**src/rtl/bbc_pkg.sv**
```systemverilog
// ----------------------------------------------------------------------------
// bbc_pkg
// Shared types and constants for the bracket balance checker: bracket codes,
// stack cell operations and verdict causes.
// ----------------------------------------------------------------------------
package bbc_pkg;

    typedef enum logic [1:0] {
        BR_ROUND  = 2'd0,
        BR_CURLY  = 2'd1,
        BR_SQUARE = 2'd2
    } t_bracket;

    typedef enum logic [1:0] {
        OP_HOLD = 2'd0,
        OP_PUSH = 2'd1,
        OP_POP  = 2'd2
    } t_stack_op;

    typedef struct packed {
        logic     is_open;
        logic     is_close;
        t_bracket kind;
    } t_bracket_info;

    localparam logic [1:0] CAUSE_END_EMPTY = 2'd0;
    localparam logic [1:0] CAUSE_NO_VERDICT = 2'd1;
    localparam logic [1:0] CAUSE_OVERFLOW  = 2'd2;

    localparam logic [7:0] CH_OPEN_ROUND   = 8'h28;
    localparam logic [7:0] CH_CLOSE_ROUND  = 8'h29;
    localparam logic [7:0] CH_OPEN_SQUARE  = 8'h5b;
    localparam logic [7:0] CH_CLOSE_SQUARE = 8'h5d;
    localparam logic [7:0] CH_OPEN_CURLY   = 8'h7b;
    localparam logic [7:0] CH_CLOSE_CURLY  = 8'h7d;

    function automatic t_bracket_info decode_bracket(input logic [7:0] ch);
        t_bracket_info info;
        info = '{is_open: 1'b0, is_close: 1'b0, kind: BR_ROUND};
        unique case (ch)
            CH_OPEN_ROUND:   info = '{is_open: 1'b1, is_close: 1'b0, kind: BR_ROUND};
            CH_OPEN_CURLY:   info = '{is_open: 1'b1, is_close: 1'b0, kind: BR_CURLY};
            CH_OPEN_SQUARE:  info = '{is_open: 1'b1, is_close: 1'b0, kind: BR_SQUARE};
            CH_CLOSE_ROUND:  info = '{is_open: 1'b0, is_close: 1'b1, kind: BR_ROUND};
            CH_CLOSE_CURLY:  info = '{is_open: 1'b0, is_close: 1'b1, kind: BR_CURLY};
            CH_CLOSE_SQUARE: info = '{is_open: 1'b0, is_close: 1'b1, kind: BR_SQUARE};
            default:         info = '{is_open: 1'b0, is_close: 1'b0, kind: BR_ROUND};
        endcase
        return info;
    endfunction

endpackage

```
**src/rtl/bbc_cell.sv**
```systemverilog
// ----------------------------------------------------------------------------
// bbc_cell
// One entry of the shifting bracket stack. On a push it takes the entry of the
// cell above, on a pop the entry of the cell below, otherwise it holds.
// ----------------------------------------------------------------------------
module bbc_cell import bbc_pkg::*; (
    input  logic      i_clk,
    input  t_stack_op i_op,
    input  t_bracket  i_from_above,
    input  t_bracket  i_from_below,
    output t_bracket  o_value
);

    t_bracket r_value;
    t_bracket n_value;

    always_comb begin
        unique case (i_op)
            OP_PUSH: n_value = i_from_above;
            OP_POP:  n_value = i_from_below;
            default: n_value = r_value;
        endcase
    end

    always_ff @(posedge i_clk) begin
        r_value <= n_value;
    end

    assign o_value = r_value;

endmodule

```
**src/rtl/bracket_balance_checker_top.sv**
```systemverilog
// ----------------------------------------------------------------------------
// bracket_balance_checker_top
// Streams source text one byte per item, tracks begin/end keywords and a
// stack of open brackets, and reports a balance verdict per text.
// ----------------------------------------------------------------------------
// One item is taken every clock cycle while o_stall is low, and its result, if
// any, sits in the output register in the next cycle. The rate is set by the
// combinational word match and the stack top, which always lives in the first
// cell of a row of STACK_DEPTH shifting cells, so a push or pop never waits on
// a memory port. A new item is taken while a result waits, as long as the
// output register is free or being emptied in the same cycle. The stack needs
// no clearing after reset or the last byte; only its entry count is cleared.
// ----------------------------------------------------------------------------
module bracket_balance_checker_top import bbc_pkg::*; #(
    parameter int STACK_DEPTH = 64
) (
    input  logic       i_clk,
    input  logic       i_rst_n,
    input  logic       i_valid,
    output logic       o_stall,
    input  logic [7:0] i_char_code,
    input  logic       i_last_byte,
    output logic       o_valid,
    input  logic       i_stall,
    output logic       o_balanced,
    output logic [1:0] o_verdict_cause
);

    localparam int CW = $clog2(STACK_DEPTH + 1);
    localparam logic [CW-1:0] DEPTH_C = CW'(STACK_DEPTH);

    typedef enum logic [9:0] {
        W_EMPTY = 10'b0000000001,
        W_B     = 10'b0000000010,
        W_BE    = 10'b0000000100,
        W_BEG   = 10'b0000001000,
        W_BEGI  = 10'b0000010000,
        W_BEGIN = 10'b0000100000,
        W_E     = 10'b0001000000,
        W_EN    = 10'b0010000000,
        W_END   = 10'b0100000000,
        W_OTHER = 10'b1000000000
    } t_word;

    t_word         r_word, n_word, w_word;
    logic [CW-1:0] r_count, n_count;
    logic          r_begin_seen, n_begin_seen;
    logic          r_verdict_given, n_verdict_given;
    logic          r_out_valid, n_out_valid;
    logic          r_balanced, n_balanced;
    logic [1:0]    r_cause, n_cause;

    logic          w_accept;
    logic          w_letter;
    logic          w_load;
    t_bracket_info w_br;
    t_stack_op     w_op;
    t_bracket      w_cell [STACK_DEPTH];

    assign o_stall  = r_out_valid & i_stall;
    assign w_accept = i_valid & ~o_stall;
    assign w_br     = decode_bracket(i_char_code);
    assign w_letter = (i_char_code >= 8'h61 && i_char_code <= 8'h7a) ||
                      (i_char_code >= 8'h41 && i_char_code <= 8'h5a);

    // word run
    always_comb begin
        w_word = W_OTHER;
        if (!w_letter) begin
            w_word = W_EMPTY;
        end else begin
            unique case (r_word)
                W_EMPTY: w_word = (i_char_code == 8'h62) ? W_B :
                                  (i_char_code == 8'h65) ? W_E : W_OTHER;
                W_B:     w_word = (i_char_code == 8'h65) ? W_BE : W_OTHER;
                W_BE:    w_word = (i_char_code == 8'h67) ? W_BEG : W_OTHER;
                W_BEG:   w_word = (i_char_code == 8'h69) ? W_BEGI : W_OTHER;
                W_BEGI:  w_word = (i_char_code == 8'h6e) ? W_BEGIN : W_OTHER;
                W_E:     w_word = (i_char_code == 8'h6e) ? W_EN : W_OTHER;
                W_EN:    w_word = (i_char_code == 8'h64) ? W_END : W_OTHER;
                default: w_word = W_OTHER;
            endcase
        end
    end

    always_comb begin
        n_word          = r_word;
        n_count         = r_count;
        n_begin_seen    = r_begin_seen;
        n_verdict_given = r_verdict_given;
        n_balanced      = r_balanced;
        n_cause         = r_cause;
        w_op            = OP_HOLD;
        w_load          = 1'b0;
        if (w_accept && !r_verdict_given) begin
            n_word = w_word;
            if (w_word == W_BEGIN) begin
                n_begin_seen = 1'b1;
            end
            if (w_word == W_END && r_count == '0 && r_begin_seen) begin
                w_load          = 1'b1;
                n_balanced      = 1'b1;
                n_cause         = CAUSE_END_EMPTY;
                n_verdict_given = 1'b1;
            end else if (w_br.is_open) begin
                if (r_count < DEPTH_C) begin
                    w_op    = OP_PUSH;
                    n_count = r_count + CW'(1);
                end else begin
                    w_load          = 1'b1;
                    n_balanced      = 1'b0;
                    n_cause         = CAUSE_OVERFLOW;
                    n_verdict_given = 1'b1;
                end
            end else if (w_br.is_close && r_count != '0 && w_cell[0] == w_br.kind) begin
                w_op    = OP_POP;
                n_count = r_count - CW'(1);
            end
            if (i_last_byte && !w_load) begin
                w_load     = 1'b1;
                n_balanced = 1'b0;
                n_cause    = CAUSE_NO_VERDICT;
            end
        end
        if (w_accept && i_last_byte) begin
            n_word          = W_EMPTY;
            n_count         = '0;
            n_begin_seen    = 1'b0;
            n_verdict_given = 1'b0;
        end
        n_out_valid = w_load | (r_out_valid & i_stall);
    end

    genvar gi;
    generate
        for (gi = 0; gi < STACK_DEPTH; gi++) begin : g_cell
            t_bracket w_above;
            t_bracket w_below;
            if (gi == 0) begin : g_top
                assign w_above = w_br.kind;
            end else begin : g_mid
                assign w_above = w_cell[gi-1];
            end
            if (gi == STACK_DEPTH - 1) begin : g_bottom
                assign w_below = w_cell[gi];
            end else begin : g_rest
                assign w_below = w_cell[gi+1];
            end
            bbc_cell u_cell (
                .i_clk        (i_clk),
                .i_op         (w_op),
                .i_from_above (w_above),
                .i_from_below (w_below),
                .o_value      (w_cell[gi])
            );
        end
    endgenerate

    always_ff @(posedge i_clk) begin
        if (!i_rst_n) begin
            r_word          <= W_EMPTY;
            r_count         <= '0;
            r_begin_seen    <= 1'b0;
            r_verdict_given <= 1'b0;
            r_out_valid     <= 1'b0;
        end else begin
            r_word          <= n_word;
            r_count         <= n_count;
            r_begin_seen    <= n_begin_seen;
            r_verdict_given <= n_verdict_given;
            r_out_valid     <= n_out_valid;
        end
    end

    always_ff @(posedge i_clk) begin
        r_balanced <= n_balanced;
        r_cause    <= n_cause;
    end

    assign o_valid         = r_out_valid;
    assign o_balanced      = r_balanced;
    assign o_verdict_cause = r_cause;

    a_count_bound: assert property (@(posedge i_clk) disable iff (!i_rst_n)
        r_count <= DEPTH_C)
        else $error("stack count beyond depth");

    a_last_clears: assert property (@(posedge i_clk) disable iff (!i_rst_n)
        (w_accept && i_last_byte) |=> (r_count == '0 && !r_verdict_given && !r_begin_seen))
        else $error("state not cleared after last item");

    a_pop_nonempty: assert property (@(posedge i_clk) disable iff (!i_rst_n)
        (w_op == OP_POP) |-> (r_count != '0))
        else $error("pop on empty stack");

    a_overflow_full: assert property (@(posedge i_clk) disable iff (!i_rst_n)
        (w_load && n_cause == CAUSE_OVERFLOW) |-> (r_count == DEPTH_C))
        else $error("overflow verdict with stack not full");

    a_no_lost_result: assert property (@(posedge i_clk) disable iff (!i_rst_n)
        (o_valid && i_stall) |=> (o_valid && $stable(o_verdict_cause) && $stable(o_balanced)))
        else $error("stalled result lost or changed");

endmodule
```
**config.mk**
```make
export PLATFORM = sky130hd
export DESIGN_NAME = bracket_balance_checker_top
export DESIGN_NICKNAME = d
export VERILOG_FILES = /design/src/rtl/bbc_pkg.sv /design/src/rtl/bbc_cell.sv /design/src/rtl/bracket_balance_checker_top.sv
export SDC_FILE = /design/constraint.sdc
export NUM_CORES = 1
export LEC_CHECK = 0
export BUFFER_PORTS_ARGS = -buffer_cell sky130_fd_sc_hd__buf_2
export CORE_ASPECT_RATIO = 1.25
export CORE_MARGIN = 1
export CORE_UTILIZATION = 58
export CTS_BUF_LIST = sky130_fd_sc_hd__clkbuf_8
export DETAILED_ROUTE_END_ITERATION = 12
export PLACE_DENSITY = 0.78
export RECOVER_POWER = 25
export SKIP_CTS_REPAIR_TIMING = 1
export SLEW_MARGIN = 20
export SYNTH_ARGS = -nofsm -noshare
export SYNTH_HDL_FRONTEND = slang
export SYNTH_SLANG_ARGS = --single-unit
```
**constraint.sdc**
```tcl
create_clock -name i_clk -period 4.6 [get_ports i_clk]
set_input_delay 0.23 -clock i_clk [delete_from_list [all_inputs] [get_ports i_clk]]
set_output_delay 0.23 -clock i_clk [all_outputs]
set_load 0.02 [all_outputs]
```
==> key figures <==
Clock tree
  – CTS Buf Count: 17
  – Clock-pin slew on the worst setup and hold paths: 80 ps
  – H-tree Lvls: 4
  – CTS tree: done
  – Clk Latency, worst-skew pair: 440 ps
  – CTS max path bufs: 2
  – Clk sinks: 151
  – Clk Tree Root Cell: clkbuf_8

Drt
  – DRT antenna net count: 0
  – 1st-iter DRT viols: 253
  – DR WL/cell: 16.08 microns
  – Vias per cell: 5.809
  – DRT Wirelength: 11,280 microns
  – Router iterations before antenna repair: 4
  – # DRC: 0
  – Routed vias: 4,072

Die
  – I/O Pins: 18
  – # rows: 45
  – Core area: 12,110 sq um
  – Die ar.: 12,780 sq um
  – Initial core utilization: 59.08%
  – Die height: 126.2 microns
  – DIE WIDTH: 101.3 microns

Logic synthesis
  – Mapped Area: 7152 sq um
  – Yosys cell types: 53
  – Syn avg cell area: 14.22 sq um
  – Syn nets: 526
  – Yosys reg bits: 151
  – Yosys warnings: 0
  – Synth area leaders: edfxtp_1, mux2_2, dfxtp_1
  – Top cells by count, synth: edfxtp_1, mux2_2, nand2_1
  – Post-synth top area cell: edfxtp_1
  – Yosys top cell area share: 55.00%
  – Seq/Total Area, Yosys: 60.60%
  – Synth Flop Type: edfxtp_1
  – Most frequent cell after synthesis: edfxtp_1
  – Ys async rst share: 0%
  – Post-synth EDFFs: 131
  – Synth Instances: 503

Setup path
  – Startpoint Class: flip-flop
  – CP peak stage delay: 630 ps
  – Crit path required time: 4780 ps
  – Top cell family by delay on the critical path: simple AND/OR/NAND/NOR gates
  – Worst-path cell chain: nor4_1 -> nand3_1 -> or4_1 -> and3_1 -> inv_1 -> ha_4 -> buf_4 -> mux2_2
  – Max FO, Critical Path: 58
  – CP endpoint kind: flip-flop
  – Critical path data arrival time: 3620 ps
  – Buf/Inv on CP: 2
  – Worst path slowest cell: ha_4
  – Worst setup path class: reg -> reg

STA
  – WHS: 53.61 ps
  – Final min period: 3435 ps
  – Skew final: 17.48 ps
  – RSZ-0062 raised after global routing: false
  – Final Hold Viols: 0
  – Setup TNS: 0 ps
  – Top achievable clock speed: 291.1 MHz
  – Final setup viols: 0
  – Worst Max-Slew Pin Slew: 1337 ps
  – Final worst-path cycle share: 74.67%
  – Rel. slew slack: 8.555%
  – Final setup margin: 1165 ps
  – Fin. max-slew vios: 0

Layout
  – Final Core Density: 64.55%
  – Antenna cells: 0
  – Area growth from synthesis to layout: 9.255%
  – Layout cells sized above 1: 32.77%
  – Net count, final: 547

Placed design
  – Placement Setup Slack: 1016 ps
  – Dpl hpwl: 7386 microns
  – Port buffer count: 17
  – Final GP Congestion: 0.8669

Status
  – Status: completed

Power
  – P_leak: 2.538 nW
  – Total power: 2.590 mW
  – Worst VDD drop: 0.1637 mV
  – Power Dens Cells: 331.5 nW/um^2

Worst hold path
  – Hold WC Path Type: in -> reg

Global routing
  – Met3 GRT Util: 4.772%
  – Largest net degree at the start of global routing: 127
  – Antenna violations before repair: 0
  – GRT overflow: 0
  – Met2 Usage GRT: 32.13%
  – Tot GR Track Use: 19.45%
  – Met1 Use GR: 24.27%
  – Vias in the first global route: 4,035
  – First-pass GRT wire length: 19,240 microns
  – Most Used Layer, Global Route: met2

Run
  – Max_cap viols: 0
-- metrics by stage --
stage | instances | instance area (sq um)
detailed placement | 669 | 7437
floorplan | 503 | 7156
CTS | 701 | 7858
global placement | 669 | 7437
finish | 701 | 7814
global route | 701 | 7814
-- cells in the final DEF, fill, tap and decap left out, types with 4 or more instances in the layout --
cell / n
edfxtp_1: 131
mux2_2: 124
nand2_1: 31
dfxtp_1: 20
nor2_1: 18
clkbuf_8: 17
nand3_1: 13
a21oi_1: 13
nand2b_1: 12
inv_1: 12
buf_2: 11
mux2i_1: 10
o21ai_0: 9
nor3_1: 8
nor4_1: 8
ha_1: 8
clkbuf_1: 6
nor2b_1: 5
o31ai_1: 4
a31oi_1: 4
bufinv_16: 4
clkinvlp_4: 4
clkinv_2: 4
-- kinds of logic after synthesis --
group / Yosys count / share of synthesized area [%]
flip-flops: 151 / 60.60
XOR/XNOR: 3 / 0.3675
AND/OR/NAND/NOR: 122 / 9.167
multiplexers: 134 / 20.92
AO/OA/AOI/OAI: 50 / 5.161
adder cells (fa/ha/maj): 10 / 1.854
buffers and inverters: 33 / 1.924
-- power breakdown --
part	switching (mW)	internal (mW)
clock	0.476	0.583
sequential	0.00263	1.47
combinational	0.0379	0.0187
-- per-layer routing --
metal | up-vias | part of all wire [%]
met1 | 1999 | 45
li1 | 1976 | -
met2 | 81 | 51
met3 | 16 | 2.9
met5 | - | 0
met4 | 0 | 1.6
-- final timing paths --
| path | from | to | slack (ps) | depth (start not counted) |
|---|---|---|---|---|
| max | r_count[3] | g_cell[16].u_cell.o_value[1] | 1170 | 8 |
| min | i_rst_n | o_valid | 50 | 3 |
| max reg2reg | r_count[3] | g_cell[16].u_cell.o_value[1] | 1170 | 8 |
| min reg2reg | g_cell[62].u_cell.o_value[1] | g_cell[63].u_cell.o_value[1] | 450 | 0 |
-- tightest hold or removal path, stage by stage --
cell and delay (ps):
buf_2 100, inv_1 60, a21oi_1 40
-- area by class of cell --
class / instances / area [sq um]
inverters: 13 / 51.30
repair buffers: 22 / 140.1
flip-flops and latches: 151 / 4334
well taps: 164 / 205.2
fillers: 890 / 4292
multi-input cells: 319 / 2663
clock buffers: 17 / 234.0
clock inverters: 15 / 186.4
-- registers in the layout, summed over array words and instances, names as in the netlist --
register and count:
g_cell.u_cell.o_value 128, r_word 10, r_count 7, o_verdict_cause 2, o_balanced 1, o_valid 1, r_begin_seen 1, r_verdict_given 1
Power figures use the tool's default switching activity.
